**config.mk**
```make
export PLATFORM = sky130hd
export DESIGN_NAME = sensor_batch_statistics_flat
export DESIGN_NICKNAME = d
export VERILOG_FILES = /design/src/sv/sbs_pkg.sv /design/src/sv/sbs_if.sv /design/src/sv/sbs_cfg.sv /design/src/sv/sbs_accum.sv /design/src/sv/sbs_div.sv /design/src/sv/sbs_ctrl.sv /design/src/sv/sensor_batch_statistics.sv /design/src/flat_wrapper.sv
export SDC_FILE = /design/constraint.sdc
export NUM_CORES = 1
export LEC_CHECK = 0
export ABC_CLOCK_PERIOD_IN_PS = 14370
export BUFFER_PORTS_ARGS = -buffer_cell sky130_fd_sc_hd__buf_4
export CAP_MARGIN = 30
export CORE_MARGIN = 3
export CORE_UTILIZATION = 56
export CTS_CLUSTER_DIAMETER = 30
export CTS_CLUSTER_SIZE = 8
export DETAILED_ROUTE_END_ITERATION = 10
export PLACE_DENSITY_LB_ADDON = 0.2
export SYNTH_ARGS = -nofsm -noshare
export SYNTH_HDL_FRONTEND = slang
export SYNTH_SLANG_ARGS = --single-unit
```
**constraint.sdc**
```tcl
create_clock -name clk_i -period 14.37 [get_ports clk_i]
set_input_delay 2.1555 -clock clk_i [delete_from_list [all_inputs] [get_ports clk_i]]
set_output_delay 2.1555 -clock clk_i [all_outputs]
set_load 0.05 [all_outputs]
```
**src/sv/sbs_pkg.sv**
```systemverilog
package sbs_pkg;

  localparam int MAX_READINGS = 128;

  localparam int VAL_W      = 15;
  localparam int RDG_W      = 16;
  localparam int SUM_W      = 22;
  localparam int CNT_W      = $clog2(MAX_READINGS + 1);
  localparam int POS_W      = (MAX_READINGS > 1) ? $clog2(MAX_READINGS) : 1;
  localparam int OUT_CNT_W  = 8;
  localparam int OUT_IDX_W  = 7;
  localparam int DIV_STEPS  = SUM_W;
  localparam int DIV_CNT_W  = $clog2(DIV_STEPS);
  localparam int APB_DATA_W = 32;
  localparam int APB_ADDR_W = 4;

  localparam logic [CNT_W-1:0]     CNT_MAX      = CNT_W'(MAX_READINGS);
  localparam logic [POS_W-1:0]     POS_LAST     = POS_W'(MAX_READINGS - 1);
  localparam logic [DIV_CNT_W-1:0] DIV_LAST     = DIV_CNT_W'(DIV_STEPS - 1);

  localparam logic [VAL_W-1:0] WARN_RST = 15'd7680;
  localparam logic [VAL_W-1:0] CRIT_RST = 15'd11520;
  localparam logic [VAL_W-1:0] SHUT_RST = 15'd15360;

  typedef enum logic [1:0] {
    REG_WARN = 2'd0,
    REG_CRIT = 2'd1,
    REG_SHUT = 2'd2
  } reg_idx_e;

  typedef enum logic [1:0] {
    BAND_NORMAL   = 2'd0,
    BAND_WARNING  = 2'd1,
    BAND_CRITICAL = 2'd2,
    BAND_SHUTDOWN = 2'd3
  } band_e;

  typedef enum logic [1:0] {
    ST_IDLE,
    ST_START,
    ST_DIV,
    ST_DONE
  } ctrl_state_e;

  typedef struct packed {
    logic signed [RDG_W-1:0] reading;
    logic                    last_of_batch;
  } sbs_item_t;

  typedef struct packed {
    logic [OUT_CNT_W-1:0] valid_count;
    logic [OUT_CNT_W-1:0] skipped_count;
    logic [VAL_W-1:0]     min_reading;
    logic [VAL_W-1:0]     max_reading;
    logic [VAL_W-1:0]     average_reading;
    logic [OUT_CNT_W-1:0] normal_count;
    logic [OUT_CNT_W-1:0] warning_count;
    logic [OUT_CNT_W-1:0] critical_count;
    logic [OUT_CNT_W-1:0] shutdown_count;
    logic                 critical_found;
    logic [OUT_IDX_W-1:0] critical_index;
    logic [VAL_W-1:0]     critical_value;
  } sbs_result_t;

  typedef struct packed {
    logic [VAL_W-1:0] warn;
    logic [VAL_W-1:0] crit;
    logic [VAL_W-1:0] shut;
  } sbs_thr_t;

  typedef struct packed {
    logic [VAL_W-1:0]           run_min;
    logic [VAL_W-1:0]           run_max;
    logic [SUM_W-1:0]           run_sum;
    logic [CNT_W-1:0]           good_cnt;
    logic [CNT_W-1:0]           bad_cnt;
    logic [3:0][CNT_W-1:0]      band_cnt;
    logic [POS_W-1:0]           pos;
    logic                       hit_flag;
    logic [POS_W-1:0]           hit_idx;
    logic [VAL_W-1:0]           hit_val;
  } sbs_stats_t;

  typedef struct packed {
    logic in_ready;
    logic div_start;
    logic load_out;
    logic acc_clear;
  } sbs_ctl_t;

endpackage

```
**src/sv/sbs_if.sv**
```systemverilog
interface sbs_in_if import sbs_pkg::*; ();
  logic      valid;
  logic      ready;
  sbs_item_t data;

  modport source (output valid, output data, input ready);
  modport sink (input valid, input data, output ready);
endinterface

interface sbs_out_if import sbs_pkg::*; ();
  logic        valid;
  logic        ready;
  sbs_result_t data;

  modport source (output valid, output data, input ready);
  modport sink (input valid, input data, output ready);
endinterface

```
**src/sv/sbs_cfg.sv**
```systemverilog
module sbs_cfg import sbs_pkg::*; (
  input  logic                  clk_i,
  input  logic                  rst_ni,
  input  logic                  psel,
  input  logic                  penable,
  input  logic                  pwrite,
  input  logic [APB_ADDR_W-1:0] paddr,
  input  logic [APB_DATA_W-1:0] pwdata,
  output logic [APB_DATA_W-1:0] prdata,
  output logic                  pready,
  output sbs_thr_t              thr_o
);

  sbs_thr_t thr_q, thr_d;
  logic     wr_en;
  reg_idx_e idx;

  assign pready = 1'b1;
  assign wr_en  = psel & penable & pwrite;
  assign idx    = reg_idx_e'(paddr[3:2]);

  always_comb begin
    thr_d = thr_q;
    if (wr_en) begin
      case (idx)
        REG_WARN: thr_d.warn = pwdata[VAL_W-1:0];
        REG_CRIT: thr_d.crit = pwdata[VAL_W-1:0];
        REG_SHUT: thr_d.shut = pwdata[VAL_W-1:0];
        default: ;
      endcase
    end
  end

  always_comb begin
    case (idx)
      REG_WARN: prdata = APB_DATA_W'(thr_q.warn);
      REG_CRIT: prdata = APB_DATA_W'(thr_q.crit);
      REG_SHUT: prdata = APB_DATA_W'(thr_q.shut);
      default:  prdata = '0;
    endcase
  end

  always_ff @(posedge clk_i or negedge rst_ni) begin
    if (!rst_ni) begin
      thr_q.warn <= WARN_RST;
      thr_q.crit <= CRIT_RST;
      thr_q.shut <= SHUT_RST;
    end else begin
      thr_q <= thr_d;
    end
  end

  assign thr_o = thr_q;

endmodule

```
**src/sv/sbs_accum.sv**
```systemverilog
module sbs_accum import sbs_pkg::*; (
  input  logic       clk_i,
  input  logic       rst_ni,
  input  logic       upd_i,
  input  logic       clear_i,
  input  sbs_item_t  item_i,
  input  sbs_thr_t   thr_i,
  output sbs_stats_t stats_o
);

  sbs_stats_t       st_q, st_d;
  logic [VAL_W-1:0] r;
  logic             neg;
  band_e            band;
  logic [SUM_W:0]   sum_ext;

  assign r       = item_i.reading[VAL_W-1:0];
  assign neg     = item_i.reading[RDG_W-1];
  assign sum_ext = {1'b0, st_q.run_sum} + (SUM_W + 1)'(r);

  // bands tested in order, no reordering of the thresholds
  always_comb begin
    if (r < thr_i.warn) begin
      band = BAND_NORMAL;
    end else if (r < thr_i.crit) begin
      band = BAND_WARNING;
    end else if (r < thr_i.shut) begin
      band = BAND_CRITICAL;
    end else begin
      band = BAND_SHUTDOWN;
    end
  end

  always_comb begin
    st_d = st_q;
    if (clear_i) begin
      st_d = '0;
    end else if (upd_i) begin
      if (neg) begin
        if (st_q.bad_cnt < CNT_MAX) st_d.bad_cnt = st_q.bad_cnt + 1'b1;
      end else begin
        if (st_q.good_cnt == '0) begin
          st_d.run_min = r;
          st_d.run_max = r;
        end else begin
          if (r < st_q.run_min) st_d.run_min = r;
          if (r > st_q.run_max) st_d.run_max = r;
        end
        // sum and count hold once the count is full
        if (st_q.good_cnt < CNT_MAX) begin
          st_d.run_sum  = sum_ext[SUM_W] ? '1 : sum_ext[SUM_W-1:0];
          st_d.good_cnt = st_q.good_cnt + 1'b1;
        end
        if (st_q.band_cnt[band] < CNT_MAX) begin
          st_d.band_cnt[band] = st_q.band_cnt[band] + 1'b1;
        end
        if (!st_q.hit_flag && (r >= thr_i.crit)) begin
          st_d.hit_flag = 1'b1;
          st_d.hit_idx  = st_q.pos;
          st_d.hit_val  = r;
        end
      end
      if (!item_i.last_of_batch && (st_q.pos != POS_LAST)) begin
        st_d.pos = st_q.pos + 1'b1;
      end
    end
  end

  always_ff @(posedge clk_i or negedge rst_ni) begin
    if (!rst_ni) begin
      st_q <= '0;
    end else begin
      st_q <= st_d;
    end
  end

  assign stats_o = st_q;

endmodule

```
**src/sv/sbs_div.sv**
```systemverilog
module sbs_div import sbs_pkg::*; (
  input  logic             clk_i,
  input  logic             rst_ni,
  input  logic             start_i,
  input  logic [SUM_W-1:0] dividend_i,
  input  logic [CNT_W-1:0] divisor_i,
  output logic             busy_o,
  output logic [VAL_W-1:0] quotient_o
);

  logic                 busy_q, busy_d;
  logic [DIV_CNT_W-1:0] cnt_q, cnt_d;
  logic [CNT_W-1:0]     rem_q, rem_d;
  logic [SUM_W-1:0]     quo_q, quo_d;
  logic [CNT_W-1:0]     dvs_q, dvs_d;
  logic [CNT_W:0]       trial;
  logic [CNT_W:0]       diff;
  logic                 ge;

  // restoring step: one quotient bit a cycle, dividend shifts out as quotient shifts in
  assign trial = {rem_q, quo_q[SUM_W-1]};
  assign diff  = trial - {1'b0, dvs_q};
  assign ge    = trial >= {1'b0, dvs_q};

  always_comb begin
    busy_d = busy_q;
    cnt_d  = cnt_q;
    rem_d  = rem_q;
    quo_d  = quo_q;
    dvs_d  = dvs_q;
    if (start_i) begin
      busy_d = 1'b1;
      cnt_d  = '0;
      rem_d  = '0;
      quo_d  = dividend_i;
      dvs_d  = divisor_i;
    end else if (busy_q) begin
      rem_d = ge ? diff[CNT_W-1:0] : trial[CNT_W-1:0];
      quo_d = {quo_q[SUM_W-2:0], ge};
      cnt_d = cnt_q + 1'b1;
      if (cnt_q == DIV_LAST) busy_d = 1'b0;
    end
  end

  always_ff @(posedge clk_i or negedge rst_ni) begin
    if (!rst_ni) begin
      busy_q <= 1'b0;
      cnt_q  <= '0;
    end else begin
      busy_q <= busy_d;
      cnt_q  <= cnt_d;
    end
  end

  always_ff @(posedge clk_i) begin
    rem_q <= rem_d;
    quo_q <= quo_d;
    dvs_q <= dvs_d;
  end

  assign busy_o     = busy_q;
  assign quotient_o = quo_q[VAL_W-1:0];

  a_div_ends: assert property (@(posedge clk_i) disable iff (!rst_ni)
    (busy_q && !start_i && (cnt_q == DIV_LAST)) |=> !busy_q)
    else $error("divider did not finish after its last step");

  a_div_remainder: assert property (@(posedge clk_i) disable iff (!rst_ni)
    (busy_q && !start_i && (dvs_q != '0)) |=> (rem_q < dvs_q))
    else $error("divider remainder not below divisor");

endmodule

```
**src/sv/sbs_ctrl.sv**
```systemverilog
module sbs_ctrl import sbs_pkg::*; (
  input  logic     clk_i,
  input  logic     rst_ni,
  input  logic     in_valid_i,
  input  logic     last_i,
  input  logic     div_busy_i,
  input  logic     out_free_i,
  output sbs_ctl_t ctl_o
);

  ctrl_state_e state_q, state_d;

  always_comb begin
    state_d = state_q;
    case (state_q)
      ST_IDLE:  if (in_valid_i && last_i) state_d = ST_START;
      ST_START: state_d = ST_DIV;
      ST_DIV:   if (!div_busy_i) state_d = ST_DONE;
      ST_DONE:  if (out_free_i) state_d = ST_IDLE;
      default:  state_d = ST_IDLE;
    endcase
  end

  always_comb begin
    ctl_o = '0;
    case (state_q)
      ST_IDLE:  ctl_o.in_ready = 1'b1;
      ST_START: ctl_o.div_start = 1'b1;
      ST_DIV:   ;
      ST_DONE: begin
        ctl_o.load_out  = out_free_i;
        ctl_o.acc_clear = out_free_i;
      end
      default:  ;
    endcase
  end

  always_ff @(posedge clk_i or negedge rst_ni) begin
    if (!rst_ni) begin
      state_q <= ST_IDLE;
    end else begin
      state_q <= state_d;
    end
  end

endmodule

```
**src/sv/sensor_batch_statistics.sv**
```systemverilog
// Batch statistics over signed Q8.8 temperature readings. Each input word is
// one reading plus a last-of-batch flag; negative readings are counted as
// skipped, the rest update min, max, sum, count, four threshold bands and the
// first reading at or above the critical threshold. A word without the flag
// is accepted and the input stays ready. A word with the flag
// stalls the input while the restoring divider forms the average one
// quotient bit per clock from the 22-bit sum; then, once the output register
// is free, the summary word is loaded into it and the batch state is
// cleared. The summary waits there until taken while new readings flow in.
// Thresholds sit on the APB port at byte addresses 0, 4 and 8 and should
// only be written between batches.
module sensor_batch_statistics import sbs_pkg::*; (
  input  logic                  clk_i,
  input  logic                  rst_ni,
  input  logic                  psel,
  input  logic                  penable,
  input  logic                  pwrite,
  input  logic [APB_ADDR_W-1:0] paddr,
  input  logic [APB_DATA_W-1:0] pwdata,
  output logic [APB_DATA_W-1:0] prdata,
  output logic                  pready,
  sbs_in_if.sink                in_i,
  sbs_out_if.source             out_o
);

  sbs_thr_t         thr;
  sbs_stats_t       stats;
  sbs_ctl_t         ctl;
  logic             acc_upd;
  logic             div_busy;
  logic [VAL_W-1:0] quotient;
  logic             out_free;
  logic             out_valid_q, out_valid_d;
  sbs_result_t      out_data_q, res;
  logic             any_good;

  assign in_i.ready = ctl.in_ready;
  assign acc_upd    = in_i.valid & ctl.in_ready;
  assign out_free   = !out_valid_q || out_o.ready;

  sbs_cfg u_cfg (
    .clk_i   (clk_i),
    .rst_ni  (rst_ni),
    .psel    (psel),
    .penable (penable),
    .pwrite  (pwrite),
    .paddr   (paddr),
    .pwdata  (pwdata),
    .prdata  (prdata),
    .pready  (pready),
    .thr_o   (thr)
  );

  sbs_accum u_accum (
    .clk_i   (clk_i),
    .rst_ni  (rst_ni),
    .upd_i   (acc_upd),
    .clear_i (ctl.acc_clear),
    .item_i  (in_i.data),
    .thr_i   (thr),
    .stats_o (stats)
  );

  sbs_div u_div (
    .clk_i      (clk_i),
    .rst_ni     (rst_ni),
    .start_i    (ctl.div_start),
    .dividend_i (stats.run_sum),
    .divisor_i  (stats.good_cnt),
    .busy_o     (div_busy),
    .quotient_o (quotient)
  );

  sbs_ctrl u_ctrl (
    .clk_i      (clk_i),
    .rst_ni     (rst_ni),
    .in_valid_i (in_i.valid),
    .last_i     (in_i.data.last_of_batch),
    .div_busy_i (div_busy),
    .out_free_i (out_free),
    .ctl_o      (ctl)
  );

  assign any_good = stats.good_cnt != '0;

  always_comb begin
    res.valid_count     = OUT_CNT_W'(stats.good_cnt);
    res.skipped_count   = OUT_CNT_W'(stats.bad_cnt);
    res.min_reading     = any_good ? stats.run_min : '0;
    res.max_reading     = any_good ? stats.run_max : '0;
    res.average_reading = any_good ? quotient : '0;
    res.normal_count    = OUT_CNT_W'(stats.band_cnt[BAND_NORMAL]);
    res.warning_count   = OUT_CNT_W'(stats.band_cnt[BAND_WARNING]);
    res.critical_count  = OUT_CNT_W'(stats.band_cnt[BAND_CRITICAL]);
    res.shutdown_count  = OUT_CNT_W'(stats.band_cnt[BAND_SHUTDOWN]);
    res.critical_found  = stats.hit_flag;
    res.critical_index  = OUT_IDX_W'(stats.hit_idx);
    res.critical_value  = stats.hit_val;
  end

  always_comb begin
    out_valid_d = out_valid_q;
    if (ctl.load_out) begin
      out_valid_d = 1'b1;
    end else if (out_o.ready) begin
      out_valid_d = 1'b0;
    end
  end

  always_ff @(posedge clk_i or negedge rst_ni) begin
    if (!rst_ni) begin
      out_valid_q <= 1'b0;
    end else begin
      out_valid_q <= out_valid_d;
    end
  end

  always_ff @(posedge clk_i) begin
    if (ctl.load_out) out_data_q <= res;
  end

  assign out_o.valid = out_valid_q;
  assign out_o.data  = out_data_q;

  a_no_accept_while_dividing: assert property (@(posedge clk_i) disable iff (!rst_ni)
    ctl.in_ready |-> !div_busy)
    else $error("input ready while the divider is running");

  a_load_into_free_slot: assert property (@(posedge clk_i) disable iff (!rst_ni)
    ctl.load_out |-> (!out_valid_q || out_o.ready))
    else $error("summary loaded over an untaken word");

  a_start_runs_divider: assert property (@(posedge clk_i) disable iff (!rst_ni)
    ctl.div_start |=> div_busy)
    else $error("divider not busy after start");

  a_count_bounded: assert property (@(posedge clk_i) disable iff (!rst_ni)
    (stats.good_cnt <= CNT_MAX) && (stats.bad_cnt <= CNT_MAX))
    else $error("reading count beyond its saturation limit");

endmodule
```
**src/flat_wrapper.sv**
```systemverilog
// flat-port wrapper written by rule: the top's interface ports become plain ports
module sensor_batch_statistics_flat import sbs_pkg::*;
  (clk_i, rst_ni, psel, penable, pwrite, paddr, pwdata, prdata, pready, in_i_valid, in_i_data, in_i_ready, out_o_valid, out_o_data, out_o_ready);
  sbs_in_if in_i_i ();
  sbs_out_if out_o_i ();
  input  logic clk_i;
  input  logic rst_ni;
  input  logic psel;
  input  logic penable;
  input  logic pwrite;
  input  logic [APB_ADDR_W-1:0] paddr;
  input  logic [APB_DATA_W-1:0] pwdata;
  output logic [APB_DATA_W-1:0] prdata;
  output logic pready;
  input wire logic [$bits(in_i_i.valid)-1:0] in_i_valid;
  input wire logic [$bits(in_i_i.data)-1:0] in_i_data;
  output wire logic [$bits(in_i_i.ready)-1:0] in_i_ready;
  output wire logic [$bits(out_o_i.valid)-1:0] out_o_valid;
  output wire logic [$bits(out_o_i.data)-1:0] out_o_data;
  input wire logic [$bits(out_o_i.ready)-1:0] out_o_ready;
  assign in_i_i.valid = in_i_valid;
  assign in_i_i.data = in_i_data;
  assign in_i_ready = in_i_i.ready;
  assign out_o_valid = out_o_i.valid;
  assign out_o_data = out_o_i.data;
  assign out_o_i.ready = out_o_ready;
  sensor_batch_statistics u_core (.clk_i(clk_i), .rst_ni(rst_ni), .psel(psel), .penable(penable), .pwrite(pwrite), .paddr(paddr), .pwdata(pwdata), .prdata(prdata), .pready(pready), .in_i(in_i_i), .out_o(out_o_i));
endmodule
```
== Yosys cells after proc, flatten, opt, wreduce, memory -nomap -nowiden ==
Index checks and enable logic that the tools add are counted.
W data, S select, Z words.
Cells by class
  $add $sub $neg: 7
  $lt $le $gt $ge: 12
  equal/unequal tests: 11
  multiplexer cells: 41
  bitwise operators: 3
  reduce and logical (&&, ||, !) cells: 34
Operators with widths (count)
  $mux W130: 2
  $mux W22: 3
  $mux W32: 2
  $lt A15 B15 Y1: 4
  $mux W30: 2
  $mux W60: 1
  $mux W23: 2
  $pmux W15 S3: 1
  $mux W8: 5
  $bwmux W32: 1
  $mux W15: 2
  $add A8 B1 Y8 const B: 3
  $lt A8 B8 Y1 const B: 3
  $add A22 B15 Y23: 1
  $reduce_and A3 Y1: 7
  $reduce_bool A2 Y1: 9
  $bmux W8 S2: 1
  $demux W8 S2: 1
  $ge A15 B15 Y1: 1
  $gt A15 B15 Y1: 1
  $mux W2: 6
  $mux W5: 2
  $ge A9 B8 Y1: 1
  $logic_not A8 Y1: 1
  other kinds (22): 46
Word-level totals
  bits in registers: 338
  input bits: 60
  logic and storage cells: 143

== Depth between registers and ports, before layout ==
Gate-level depths: netlist of the first run.
  depth after elaboration: 13
  depth in mapped cells: 15
  depth with buffers taken out: 14

== By module ==
From an unflattened synthesis of the first run, not the netlist that was laid out.
Second synthesis, totals
  cells, all modules: 1499
  area, all modules: 17250.3 µm²
By module, submodules not included
  sbs_accum: times used 1, cells an instance 933, area an instance 8520.7 µm², sequential area each 3253.1 µm²
  sensor_batch_statistics: times used 1, cells an instance 175, area an instance 3972.6 µm², sequential area each 3508.4 µm²
  sbs_div: times used 1, cells an instance 205, area an instance 2364.8 µm², sequential area each 1211.2 µm²
  sbs_cfg: times used 1, cells an instance 169, area an instance 2209.6 µm², sequential area each 1141.1 µm²
  sbs_ctrl: times used 1, cells an instance 17, area an instance 182.7 µm², sequential area each 50.0 µm²

== Worst setup path after synthesis of the first run ==
No wires, ideal clock.
  kind: in2reg
  start: in out_o_ready
  end: reg u_core.out_data_q, in the netlist u_core.out_o.data[0], enable pin
  arrival time: 6.469 ns
  data required time: 13.844 ns
  setup slack: 7.375 ns
  cell stages on the path: 6
  buffers on the path: 3
  path through: nand2b_1 > nand2_1 > inv_1 > clkbuf_1 > clkbuf_1 > clkbuf_1
On the way
  cells in the longest elaborated chain, start to end: 2
RTL lines
  start, declared: line flat_wrapper.sv:20  | input wire logic [$bits(out_o_i.ready)-1:0] out_o_ready;
  $logic_or A1 B1 Y1: line sensor_batch_statistics.sv:39  | assign out_free = !out_valid_q || out_o.ready;
  $mux W2: line sbs_ctrl.sv:26  | case (state_q)
  end signal, assigned: line sensor_batch_statistics.sv:119  | if (ctl.load_out) out_data_q <= res;
  end, declared: line sensor_batch_statistics.sv:34  | sbs_result_t out_data_q, res;
Every way passes these cells.
A chain may end at the register's enable or synchronous reset.

== Final worst setup path of the first run ==
  start: in paddr[2]
  end: out prdata[11]
On the way
  cells in the longest elaborated chain, start to end: 2
  elaborated cells on any way between the ends: 4
  classes of those cells: 2 x eq/ne; 1 x mux; 1 x reduce/logical
RTL lines
  start, declared: line flat_wrapper.sv:11  | input logic [APB_ADDR_W-1:0] paddr;
  $eq A2 B2 Y1, or another cell as far along: line sbs_cfg.sv:35  | case (idx)
  $pmux W15 S3 (*): line sbs_cfg.sv:35
  end, declared: line flat_wrapper.sv:13  | output logic [APB_DATA_W-1:0] prdata;
Every way passes the cells marked *; elsewhere a longest branch is shown, timed or not.

==> results of run 1 <==
## cell usage after synthesis (3+ instances only)
cell type / number / area share
sky130_fd_sc_hd__o21ai_0: 83 / 0.025
sky130_fd_sc_hd__nor3_1: 25 / 0.0076
sky130_fd_sc_hd__nor2_1: 122 / 0.028
sky130_fd_sc_hd__a31oi_1: 14 / 0.0053
sky130_fd_sc_hd__nor4_1: 4 / 0.0015
sky130_fd_sc_hd__mux2i_1: 63 / 0.038
sky130_fd_sc_hd__nand3b_1: 3 / 0.0014
sky130_fd_sc_hd__nand2b_1: 7 / 0.0027
sky130_fd_sc_hd__edfxtp_1: 146 / 0.27
sky130_fd_sc_hd__clkbuf_1: 48 / 0.011
sky130_fd_sc_hd__buf_1: 8 / 0.0018
sky130_fd_sc_hd__a21boi_0: 3 / 0.0014
sky130_fd_sc_hd__dfrtp_1: 172 / 0.26
sky130_fd_sc_hd__dfstp_2: 12 / 0.019
sky130_fd_sc_hd__or3_1: 7 / 0.0027
sky130_fd_sc_hd__inv_1: 110 / 0.025
sky130_fd_sc_hd__and2_1: 22 / 0.0084
sky130_fd_sc_hd__dfxtp_1: 8 / 0.0097
sky130_fd_sc_hd__and3_1: 9 / 0.0034
sky130_fd_sc_hd__a222oi_1: 4 / 0.0024
sky130_fd_sc_hd__xnor2_1: 20 / 0.011
sky130_fd_sc_hd__o211a_1: 3 / 0.0018
sky130_fd_sc_hd__a21o_1: 18 / 0.0082
sky130_fd_sc_hd__nand2_1: 98 / 0.022
sky130_fd_sc_hd__nand4_1: 17 / 0.0065
sky130_fd_sc_hd__xor2_1: 17 / 0.0090
sky130_fd_sc_hd__o22ai_1: 4 / 0.0015
sky130_fd_sc_hd__buf_4: 18 / 0.0082
sky130_fd_sc_hd__o21a_1: 9 / 0.0041
sky130_fd_sc_hd__a211oi_1: 19 / 0.0087
sky130_fd_sc_hd__a22o_1: 21 / 0.011
sky130_fd_sc_hd__nor2b_1: 11 / 0.0042
sky130_fd_sc_hd__a21bo_2: 13 / 0.0079
sky130_fd_sc_hd__mux2_2: 39 / 0.027
sky130_fd_sc_hd__or2_2: 3 / 0.0011
sky130_fd_sc_hd__o211ai_1: 4 / 0.0018
sky130_fd_sc_hd__a21oi_1: 100 / 0.030
sky130_fd_sc_hd__nand3_1: 28 / 0.0085
sky130_fd_sc_hd__ha_1: 106 / 0.081
## kinds of logic after synthesis
group	count (synthesis)	share of synthesized area
and+or+nand+nor	368	0.105
adders and majority gates	108	0.0830
muxes	102	0.0650
other	2	0.000456
AOI/OAI and AO/OA	318	0.123
xor gates and xnor gates	37	0.0197
buffers and inverters	187	0.0474
DFF	338	0.557
## layer usage
metal | global-route usage | vias up | wire length, um
li1 | - | 5637 | -
met1 | 0.328 | 5821 | 16500
met2 | 0.412 | 460 | 19000
met3 | 0.0428 | 93 | 2440
met4 | 0.107 | 0 | 1320
met5 | 0 | - | 0
## through the flow
| stage | power (uW) | utilization |
|---|---|---|
| final | 4720 | 0.712 |
| after global routing | 4980 | 0.712 |
| after CTS | 4740 | 0.712 |
| after detailed placement | 3110 | 0.628 |
| after global placement | 3050 | 0.626 |
| after floorplan | 2680 | - |
## power groups by stage
stage | registers, uW | clock network [uW] | logic, uW
after floorplan | 1790 | 0 | 892
after global placement | 1540 | 0 | 1510
after detailed placement | 1550 | 0 | 1550
after CTS | 1540 | 1630 | 1570
after global routing | 1570 | 1680 | 1720
final | 1540 | 1610 | 1570
## worst min path at each step
stage	startpoint	endpoint	slack, ns	cells past startpoint
global route	u_core.u_accum.stats_o[13]	u_core.out_o.data[13]	0.46	0
detailed placement	u_core.u_accum.stats_o[5]	u_core.out_o.data[5]	0.43	0
finish	u_core.u_accum.stats_o[5]	u_core.out_o.data[5]	0.44	0
global placement	u_core.u_accum.stats_o[8]	u_core.out_o.data[8]	0.43	0
floorplan	u_core.u_accum.stats_o[0]	u_core.out_o.data[0]	0.42	0
CTS	u_core.u_accum.stats_o[5]	u_core.out_o.data[5]	0.44	0
## worst max-delay path, cell delays in order
cell	delay (ns)
sky130_fd_sc_hd__buf_4	0.23
sky130_fd_sc_hd__nor2b_1	0.54
sky130_fd_sc_hd__buf_4	0.29
sky130_fd_sc_hd__nand2_1	0.06
sky130_fd_sc_hd__o21ai_0	0.16
sky130_fd_sc_hd__buf_4	0.28
## layout by cell type, fill, tap and decap left out, types with 22 or more instances in the layout
master                      Yosys  layout
sky130_fd_sc_hd__edfxtp_1     146     146
sky130_fd_sc_hd__ha_1         106     106
sky130_fd_sc_hd__nand2_1       98      98
sky130_fd_sc_hd__mux2i_1       63      63
sky130_fd_sc_hd__mux2_2        39      39
sky130_fd_sc_hd__nor3_1        25      23
sky130_fd_sc_hd__o21ai_0       83      83
sky130_fd_sc_hd__nand3_1       28      28
sky130_fd_sc_hd__a21oi_1      100     100
sky130_fd_sc_hd__and2_1        22      22
sky130_fd_sc_hd__dfrtp_1      172     172
sky130_fd_sc_hd__buf_4         18     188
sky130_fd_sc_hd__inv_1        110     109
sky130_fd_sc_hd__nor2_1       122     121
sky130_fd_sc_hd__clkbuf_16      0      74
## registers in the layout (all words and copies together) (netlist names)
| register | count |
|---|---|
| u_core.out_o.valid | 1 |
| u_core.u_div.dvs_q | 8 |
| u_core.u_div.quo_q | 22 |
| u_core.u_cfg.thr_o | 45 |
| u_core.u_div.cnt_q | 5 |
| u_core.u_accum.stats_o | 130 |
| u_core.u_div.busy_o | 1 |
| u_core.out_o.data | 116 |
| u_core.u_ctrl.state_q | 2 |
| u_core.u_div.rem_q | 8 |
## area by class of cell
class / instances / area [sq um] / area share
sequential: 338 / 9160 / 0.446
multi-input combinational: 951 / 6600 / 0.321
clock inverter: 42 / 417 / 0.0203
inverter: 110 / 418 / 0.0203
tap: 384 / 480 / 0.0234
timing repair buffer: 192 / 1480 / 0.0719
clock buffer: 94 / 2000 / 0.0972
==> results.txt, run 1 <==
- Leaving out filler cells and counting taps, the final layout contains 2,111.
- In the global route stage, overall resource usage came out at 0.250.
- Clock slew at the register clock pins of the worst setup and hold paths: 0.05 ns
* Post-placement cell area: between 15,000 and 20,000 sq um
- Across all hold checks on the routed design, the worst slack comes to between 0.4 and 0.5 ns.
* Largest net degree at the start of global routing: 98
- Async set-or-reset flop fraction in the synthesized netlist: 0.544
* Cell area after technology mapping: 16,500 sq um
- Number of enable flip-flop cells after synthesis: 146
- CTS HTree Levels: 3
- The tree is rooted in a sky130_fd_sc_hd__clkbuf_16.
- Placer's final routability congestion estimate: 0.872
- Final nets: around 1,800
* TritonRoute pass-1 iters: 8
- Depth of the worst register-to-register path: 13
* Number of global-route vias before repair: 11,949
- TritonCTS built the clock tree.
* Final number of setup-violating endpoints: 0
- In this run the deepest clock path goes through 3 buffers.
* Number of antenna violations at the first check in global routing: 0
- The number of clock buffers added by TritonCTS is 73.
* Std cell rows: between 60 and 70
- Ant diodes: 0
- The number of hold violations in the final report came to 0.
- STA classifies the critical path endpoint as an output port.
* Placement-stage worst setup slack: about 8.5 ns
- For the final database, setup skew stands at 0.0270 ns.
- For this design, the CTS-stage hold fixing added 0 buffers.
* Fill cells: 2,019
* Worst-case register-to-register setup slack: 10.27 ns
- After detailed routing, the average wire length per cell comes to 18.6 um.
- The share of total power dissipated in sequential elements is 0.327.
- Average size of a mapped cell: 11.3 sq um
- The tree built by TritonCTS fans out to approximately 340 sinks.
- Layout cell share with drive strength beyond 1: 0.225
* Fraction of power consumed by the clock network: 0.341
- Dividing the final minimum period by the clock period gives 0.411.
- Required time of the worst setup path: between 10 and 15 ns
- Post-synthesis sequential area ratio: 0.557
* Main synth FF type: sky130_fd_sc_hd__dfrtp_1
- Post-layout min period: 5.90 ns
* Worst flop-to-flop path endpoint: u_core.u_accum.stats_o[36]
* Total vias in the final route: 12,011
* Worst-case headroom to the max-slew limit: 0.313
- Post-Layout Inst Area: 20,600 sq um
* PostCTS Resize Cnt: 0
- Startpoint of the most critical register-to-register path: u_core.u_cfg.thr_o[13]
- STA puts the critical path data arrival time at 3.74 ns.
* Distinct cells, synth: 68
- In this run the tool buffered the top-level ports with 173 buffer cells.
* Final setup slack of the worst path: 8.47 ns
- CP Launch Point: paddr[2]
- Status: finished, final reports clean
- For this block, the routed nets add up to 39,300 um of wire.
* PwrDens: ~230 nW/um^2
- The share of total power dissipated in combinational logic is 0.332.
- The first global-routing pass estimated 61,800 um of wire.
- Placeable core region: 28,900 sq um
- Compared with the post-synthesis result, the final layout area differs by 24.9%.
- In this run the power spent charging and discharging nets is 1710 uW.
* Iteration-0 DRC count of the detailed router: 815
- Crit path launch type: primary input
* HPWL after DPL: approximately 25,000 um
- Worst-margin pin slew: 1.02 ns
* Post CTS Setup Buffer Count: 0
* Leakage Power: 0.00922 uW
* Crit path capture: prdata[11]
* Setup repair after global routing missed its margin: no
- The floorplan step set the die height to 177 um.
- Peak ir drop on the vdd network: 138 uV
* Number of synthesis warnings: 0
- The final max-slew violation count is 0.
* Clock latency on the worst-skew pair: between 0.5 and 0.6 ns
* Achievable clock frequency: 170 MHz
- DRC violation count after routing: 0
- The count of nets left with antenna violations once routing finished came out at 0.
- Of all nets on the critical path, the largest fanout is 19.
- The total overflow left after global routing is 0.
- Vias per cell: ~5.7
- Cells after Synth: 1,460
* Initial cell density of the core: 0.570
- Of the total power, the share spent switching nets is 0.362.
- 211 I/O pins were placed.
* Max-capacitance violation count: 0
- In this run, placement finished with an instance count of between 1,500 and 2,000.
- The internal power of the cells totals approximately 3000 uW.
- The tightest min-delay check is of the flop to flop type.
* Number of synthesized register bits: between 300 and 400
* Die Span X: 177 um
* Category of the most critical setup path: primary input to output port
- Die Area: 31,500 sq um
* Setup TNS after final layout: 0 ns
Power figures use the tool's default switching activity.
==> run 2, diff against run 1 <==
ABC_CLOCK_PERIOD_IN_PS = 5320   (was 14370)
CORE_UTILIZATION = 53   (was 56)
clock period = 5.32 ns   (was 14.37 ns; I/O delays follow)
==> results.txt, run 2 (synthesis results as in run 1) <==
* Worst EP arrival: 4.10 ns (+0.36 ns)
- Setup repair after global routing missed its margin: no
- The final routed wire length divided by cell count came to 18.3 um (-2.0%).
- The area of all placed cells without fillers came to 20,500 sq um (-0.30%).
* Total routed wirelength: 38,600 um (-1.8%)
* Number of antenna violations at the first check in global routing: 1 (+1)
* PostCTS Resize Cnt: 0 (unchanged)
* TritonCTS clock tree: yes
* Crit path launch type: flop
- Dividing the final minimum period by the clock period gives 0.686.
- The setup path with the least slack is of type flop to flop.
- The aggregate global-route resource usage is 0.231 (-0.0188).
- CTS HTree Levels: 3 (unchanged)
- Grouping stages by cell kind, the critical path spends the most delay in simple AND/OR/NAND/NOR gates.
* Slowest library cell on the worst path: sky130_fd_sc_hd__dfstp_2
* Worst-case headroom to the max-slew limit: 0.365 (+0.0525)
- Placement-stage worst setup slack: 1.20 ns (-7.31 ns)
* Final total power: 12,600 uW (+170%)
* Initial cell density of the core: 0.546 (-0.0237)
- Placeable core region: 30,100 sq um (+4.3%)
- Die Span X: 182 um (+2.7%)
* Max Clock Skew: 0.0199 ns (-0.00709 ns)
- Vias per cell: 5.61 (-1.4%)
* Post-layout min period: 3.65 ns
- The worst-path maximum fanout was 11 (-8).
* Largest net degree at the start of global routing: 154 (+57%)
* Total overflow reported by the global router: 0 (unchanged)
* Leakage Power: 0.00918 uW (-0.39%)
* Hold-fix buffers, CTS: 0 (unchanged)
* Setup TNS after final layout: 0 ns (unchanged)
- The maximum ir drop on the vdd rail was 346 uV (+150%).
- The die outline height came to 182 um (+2.7%).
- The power density over the cells is 615 nW/um^2 (+170%).
- Final hold violations: 0 (unchanged)
- Leaving out fill and tap cells, the most frequent cell in the layout is sky130_fd_sc_hd__buf_4.
- The global-route wire length before repair was 61,800 um (about the same).
* Max Transition Viols Final: 0 (unchanged)
- Post CTS Setup Buffer Count: 0 (unchanged)
* Ordered list of cells on the worst path: inv_1, ha_1, nand4_1, or3_1, o221ai_2, buf_4, mux2i_1, a221o_1, inv_1, ha_1, o2111ai_1, nand4b_1, or3_1, a21oi_1
- The slew of the pin with the lowest slew margin was 0.952 ns (-0.0709 ns).
- The net total in the final layout was 1,835 (+0.055%).
- Static timing analysis puts the maximum clock frequency at approximately 270 MHz.
- Std cell rows: 63 (+1.6%)
- The antenna diode count came to 0 (unchanged).
* Number of buffer and inverter stages on the critical path: 3 (unchanged)
* Antenna viol nets, final: 0 (unchanged)
* Post-placement cell area: 18,100 sq um (about the same)
- Top-level port count: 211 (unchanged)
- The weighted congestion reported at the end of routability-driven placement is 0.870 (-0.29%).
- Final setup slack of the worst path: 1.67 ns (-6.80 ns)
- Final number of setup-violating endpoints: 0 (unchanged)
- The number of clock sinks came to 338 (unchanged).
- The fraction of layout cells with a size suffix above 1 is 0.224 (-0.000768).
- The count of buffers inserted at the top-level ports came to 173 (unchanged).
* Element type at the critical path end: flop
* Clock slew at the register clock pins of the worst setup and hold paths: 0.04 ns (about the same)
- The first-iteration detailed-routing DRC count came to 729 (-11%).
- In this run the worst hold path is classified as primary input to asynchronous set/reset pin.
* Clock latency on the worst-skew pair: 0.55 ns (about the same)
- The number of flip-flops under the largest register name was 130 (unchanged).
* Area added between synthesis and finish: 24.5%
- Max-capacitance violation count: 0 (unchanged)
- Required time of the worst setup path: 5.77 ns (-6.44 ns)
* Biggest cell delay along the critical path: 0.53 ns (about the same)
- Max Root-Sink Buffers: 3 (unchanged)
- HPWL after DPL: 25,300 um (-0.31%)
* Number of global-route vias before repair: 11,950 (+0.0084%)
- In the layout the commonest cells are 191 x sky130_fd_sc_hd__buf_4, 172 x sky130_fd_sc_hd__dfrtp_1, 146 x sky130_fd_sc_hd__edfxtp_1, 121 x sky130_fd_sc_hd__nor2_1, 109 x sky130_fd_sc_hd__inv_1.
- TritonRoute pass-1 iters: 5 (-3)
- Total vias in the final route: 11,855 (-1.3%)
- The DRC violation count after routing was 0 (unchanged).
* Status: finished, final reports clean
- The overall die area was 33,200 sq um (+5.5%).
- The tree is rooted in a sky130_fd_sc_hd__clkbuf_16.
* CTS Buf Count: 72 (-1.4%)
## run 2: cell type report
type,instances,area [sq um]
tap,390,488
inverter,110,420
sequential,338,9160
clock buffer,91,1970
fill,2219,9620
multi-input combinational,951,6600
timing repair buffer,194,1480
clock inverter,40,373
## run 2: path summary, 6_finish.rpt
kind,startpoint,to,slack (ns),cells after the start
worst max-delay path,u_core.u_cfg.thr_o[13],u_core.u_accum.stats_o[36],1.67,14
worst min-delay path,rst_ni,u_core.u_accum.stats_o[3],0.14,1
worst max register to register,u_core.u_cfg.thr_o[13],u_core.u_accum.stats_o[36],1.67,14
worst min register to register,u_core.u_accum.stats_o[14],u_core.out_o.data[14],0.44,0
max in group asynchronous,rst_ni,u_core.u_accum.stats_o[71],3.93,3
min in group clk_i,u_core.u_accum.stats_o[14],u_core.out_o.data[14],0.44,0
## run 2: metrics by stage
step	instances	hold WS (ns)	utilization
6_report	2114	0.144	0.680
5_1_grt	2114	0.146	0.680
4_1_cts	2112	0.433	0.679
3_5_place_dp	1981	0.431	0.602
3_3_place_gp	1981	0.429	0.602
2_1_floorplan	1476	0.424	-
## run 2: worst reg2reg max path: stages (launching register included)
cell,delay (ns)
sky130_fd_sc_hd__dfstp_2,0.53
sky130_fd_sc_hd__inv_1,0.05
sky130_fd_sc_hd__ha_1,0.30
sky130_fd_sc_hd__nand4_1,0.14
sky130_fd_sc_hd__or3_1,0.40
sky130_fd_sc_hd__o221ai_2,0.14
sky130_fd_sc_hd__buf_4,0.25
sky130_fd_sc_hd__mux2i_1,0.13
sky130_fd_sc_hd__a221o_1,0.41
sky130_fd_sc_hd__inv_1,0.09
sky130_fd_sc_hd__ha_1,0.18
sky130_fd_sc_hd__o2111ai_1,0.15
sky130_fd_sc_hd__nand4b_1,0.28
sky130_fd_sc_hd__or3_1,0.37
sky130_fd_sc_hd__a21oi_1,0.15
## run 2: layer usage
metal	wire length [um]	vias up	global-route usage
li1	-	5625	-
met1	16900	5766	0.318
met2	18500	389	0.379
met3	2160	75	0.0365
met4	990	0	0.0734
met5	0	-	0
## run 2: report_power, final
part,switching (uW),internal (uW)
logic,2730,1500
clock network,1360,2840
registers,450,3700
total,4540,8050
==> run 3, diff against run 2 <==
ABC_CLOCK_PERIOD_IN_PS = 3000   (was 5320)
clock period = 3 ns   (was 5.32 ns; I/O delays follow)
==> results.txt, run 3 (synthesis results as in run 1) <==
* IO buf count: 173 (unchanged)
- The global routing stage identified its most utilized layer as met2.
- The share of total power consumed by net switching came to 0.358 (-0.00313).
- Top-level port count: 211 (unchanged)
- Post-route clock period utilization: 1.15 (+0.467)
- The power density over the cells is 1100 nW/um^2 (+79%).
- The number of fill cells came to 2,046 (-7.8%).
- The residual antenna-violating net count after detailed routing was 0 (unchanged).
* Top library cells by usage in the layout, fill and taps aside: 289 x sky130_fd_sc_hd__buf_4, 172 x sky130_fd_sc_hd__dfrtp_1, 146 x sky130_fd_sc_hd__edfxtp_1, 118 x sky130_fd_sc_hd__nor2_1, 105 x sky130_fd_sc_hd__inv_1
* Post-placement cell area: 18,900 sq um (+4.3%)
- The number of clock sinks came to 338 (unchanged).
- Ant diodes: 0 (unchanged)
- Global-route wire length before repair: 66,800 um (+8.0%)
- TritonCTS clock tree: yes
* Final hold violations: 0 (unchanged)
- The estimated wirelength of the detail-placed design was 27,700 um (+9.7%).
- The weighted congestion reported at the end of routability-driven placement is 0.891 (+2.5%).
- The sum of overflow across all layers after global routing came to 0 (unchanged).
* Sequential Power Share: 0.308 (-0.022)
- Depth of the worst register-to-register path: 13 (-1)
- HP Class: primary input to flop
* Met1 Usage GRT: 0.329 (+0.0109)
- The starting utilization of the core area came to 0.546 (unchanged).
* Final number of setup-violating endpoints: 26 (+26)
* Required time of the worst setup path: 3.47 ns (-2.30 ns)
- The root buffer cell chosen for the clock tree is sky130_fd_sc_hd__clkbuf_16.
- The number of antenna violations at the first check in global routing is 0 (-1).
- Max-capacitance violation count: 0 (unchanged)
- Violated checks: negative setup slack
* CP Launch Point: u_core.u_cfg.thr_o[13]
- Along the worst hold path, the cell count comes to 3.
* Setup repair after global routing missed its margin: yes
- The first-iteration detailed-routing DRC count was 940 (+29%).
* Number of global-route vias before repair: 12,588 (+5.3%)
* Max Transition Viols Final: 0 (unchanged)
* TritonRoute pass-1 iters: 6 (+1)
- Worst-case headroom to the max-slew limit: 0.346 (-0.0188)
- The post-layout minimum cycle time is 3.46 ns (-0.191 ns).
* Clock latency on the worst-skew pair: 0.56 ns (about the same)
* Fraction of power consumed by the clock network: 0.339 (+0.005)
- Worst flop-to-flop path endpoint: u_core.u_accum.stats_o[36]
* Crit path launch type: flop
- Share of power burned in combinational logic: 0.353 (+0.017)
* Worst-case register-to-register setup slack: -0.46 ns (-2.13 ns)
* Register area: 9160 sq um (unchanged)
* Final setup slack of the worst path: -0.456 ns (-2.13 ns)
- Category of the most critical setup path: flop to flop
- The count of standard-cell rows was 63 (unchanged).
- The pin count of the biggest net entering global routing was 161 (+4.5%).
* Average wire per standard cell: 19.1 um (+4.6%)
- The global routing usage on met3 is 0.0441 (+0.00757).
* Met2 Usage GRT: 0.414 (+0.0349)
- STA classifies the critical path endpoint as a flop.
- Leakage Power: 0.00989 uW (+7.7%)
- The via-per-instance ratio is 5.69 (+1.5%).
- The maximum clock rate was 289 MHz (+5.5%).
* Area taken by multi-input logic gates: 6910 sq um (+4.8%)
- Placeable core region: 30,100 sq um (unchanged)
- Clock slew at the register clock pins of the worst setup and hold paths: 0.04 ns (about the same)
- The net switching power came to 8590 uW (+89%).
- The total number of vias is 12,657 (+6.8%).
- The clock skew came to 0.0254 ns (+0.00546 ns).
- Die Area: 33,200 sq um (unchanged)
* Flip-flop count of the largest register after layout: 130 (unchanged)
- Total routed wirelength: 42,500 um (+10%)
* Setup TNS after final layout: -7.84 ns (-7.84 ns)
* Chip Height: 182 um (unchanged)
- The startpoint identified for the worst register-to-register timing path is u_core.u_cfg.thr_o[13].
- Worst EP arrival: 3.93 ns (-0.17 ns)
* Area added between synthesis and finish: 32.9%
- The net total in the final layout came to 1,942 (+5.8%).
- The slew of the pin with the lowest slew margin came to 0.976 ns (+0.0236 ns).
- Layout cell share with drive strength beyond 1: 0.293 (+0.0689)
- Die Span X: 182 um (unchanged)
* DRC violation count after routing: 0 (unchanged)
* CTS HTree Levels: 3 (unchanged)
- Placement-stage worst setup slack: -0.529 ns (-1.73 ns)
- Crit path capture: u_core.u_accum.stats_o[36]
* Post-Layout Inst Area: 21,900 sq um (+6.7%)
- The maximum ir drop on the vdd rail was 610 uV (+77%).
* Status: finished, violations left
- The internal portion of total power came to 15,400 uW (+92%).
* Most common library cell in the layout ignoring fill and taps: sky130_fd_sc_hd__buf_4
- CTS Buf Count: 72 (unchanged)
* Final total power: 24,000 uW (+91%)
- The worst-path maximum fanout came to 4 (-7).
- The aggregate global-route resource usage came to 0.250 (+0.0191).
- Max Root-Sink Buffers: 3 (unchanged)
[run 3: cell count changes in the layout (fill, tap and decap cells not counted), sizes merged]
cell	delta
inv	+1
dlygate4sd3	+1
buf	+107
bufinv	+8
clkbuf	-2
clkinvlp	+1
clkinv	-6
[run 3: per-stage QoR]
step | instances | utilization | hold WS (ns)
after CTS | 2216 | 0.718 | 0.0904
final | 2224 | 0.726 | 0.105
after floorplan | 1476 | - | 0.154
after global placement | 2072 | 0.628 | 0.434
after global routing | 2224 | 0.726 | 0.114
after detailed placement | 2072 | 0.628 | 0.432
[run 3: worst max-delay path, cell delays in order (launching register included)]
cell	delay [ns]
sky130_fd_sc_hd__dfstp_2	0.53
sky130_fd_sc_hd__inv_2	0.05
sky130_fd_sc_hd__ha_4	0.26
sky130_fd_sc_hd__nand4_1	0.14
sky130_fd_sc_hd__or3_4	0.37
sky130_fd_sc_hd__o221ai_4	0.25
sky130_fd_sc_hd__buf_6	0.14
sky130_fd_sc_hd__buf_6	0.10
sky130_fd_sc_hd__buf_12	0.11
sky130_fd_sc_hd__mux2i_1	0.08
sky130_fd_sc_hd__a222oi_1	0.50
sky130_fd_sc_hd__nand4b_1	0.31
sky130_fd_sc_hd__or3_4	0.41
sky130_fd_sc_hd__a21oi_4	0.12
[run 3: how the worst min path moves through the flow]
stage	start	end
floorplan	rst_ni	u_core.out_o.valid
global placement	u_core.u_accum.stats_o[17]	u_core.out_o.data[17]
detailed placement	u_core.u_accum.stats_o[15]	u_core.out_o.data[15]
CTS	pwdata[7]	u_core.u_cfg.thr_o[37]
global route	pwdata[7]	u_core.u_cfg.thr_o[37]
finish	pwdata[7]	u_core.u_cfg.thr_o[37]
[run 3: routing by layer]
| metal | vias up | wire length (um) |
|---|---|---|
| met5 | - | 0 |
| met4 | 0 | 1430 |
| met3 | 129 | 2600 |
| met2 | 492 | 20800 |
| met1 | 6188 | 17600 |
| li1 | 5848 | - |
[run 3: cell type report]
class	count	share of cell area
Multi-Input combinational cell	951	0.316
Tap cell	390	0.0223
Clock inverter	44	0.0286
Timing Repair Buffer	301	0.108
Sequential cell	338	0.419
Clock buffer	90	0.0869
Inverter	110	0.0191
[run 3: power by group through the flow]
stage,Combinational (uW),Clock [uW],Sequential [uW]
final,8490,8140,7390
after global routing,9240,8460,7540
after CTS,8220,8240,7380
after detailed placement,7940,0,7420
after global placement,7710,0,7380
after floorplan,4300,0,8520
[run 3: timing repair]
| action | in CTS | in global routing |
|---|---|---|
| hold buffers | 1 | 0 |
| setup buffers | 10 | 8 |
| pin swaps | 9 | 17 |
| gates resized for setup | 24 | 33 |
| hold endpoints to repair | 47 | 0 |
| gates cloned | 0 | 0 |
| setup endpoints to repair | 29 | 51 |
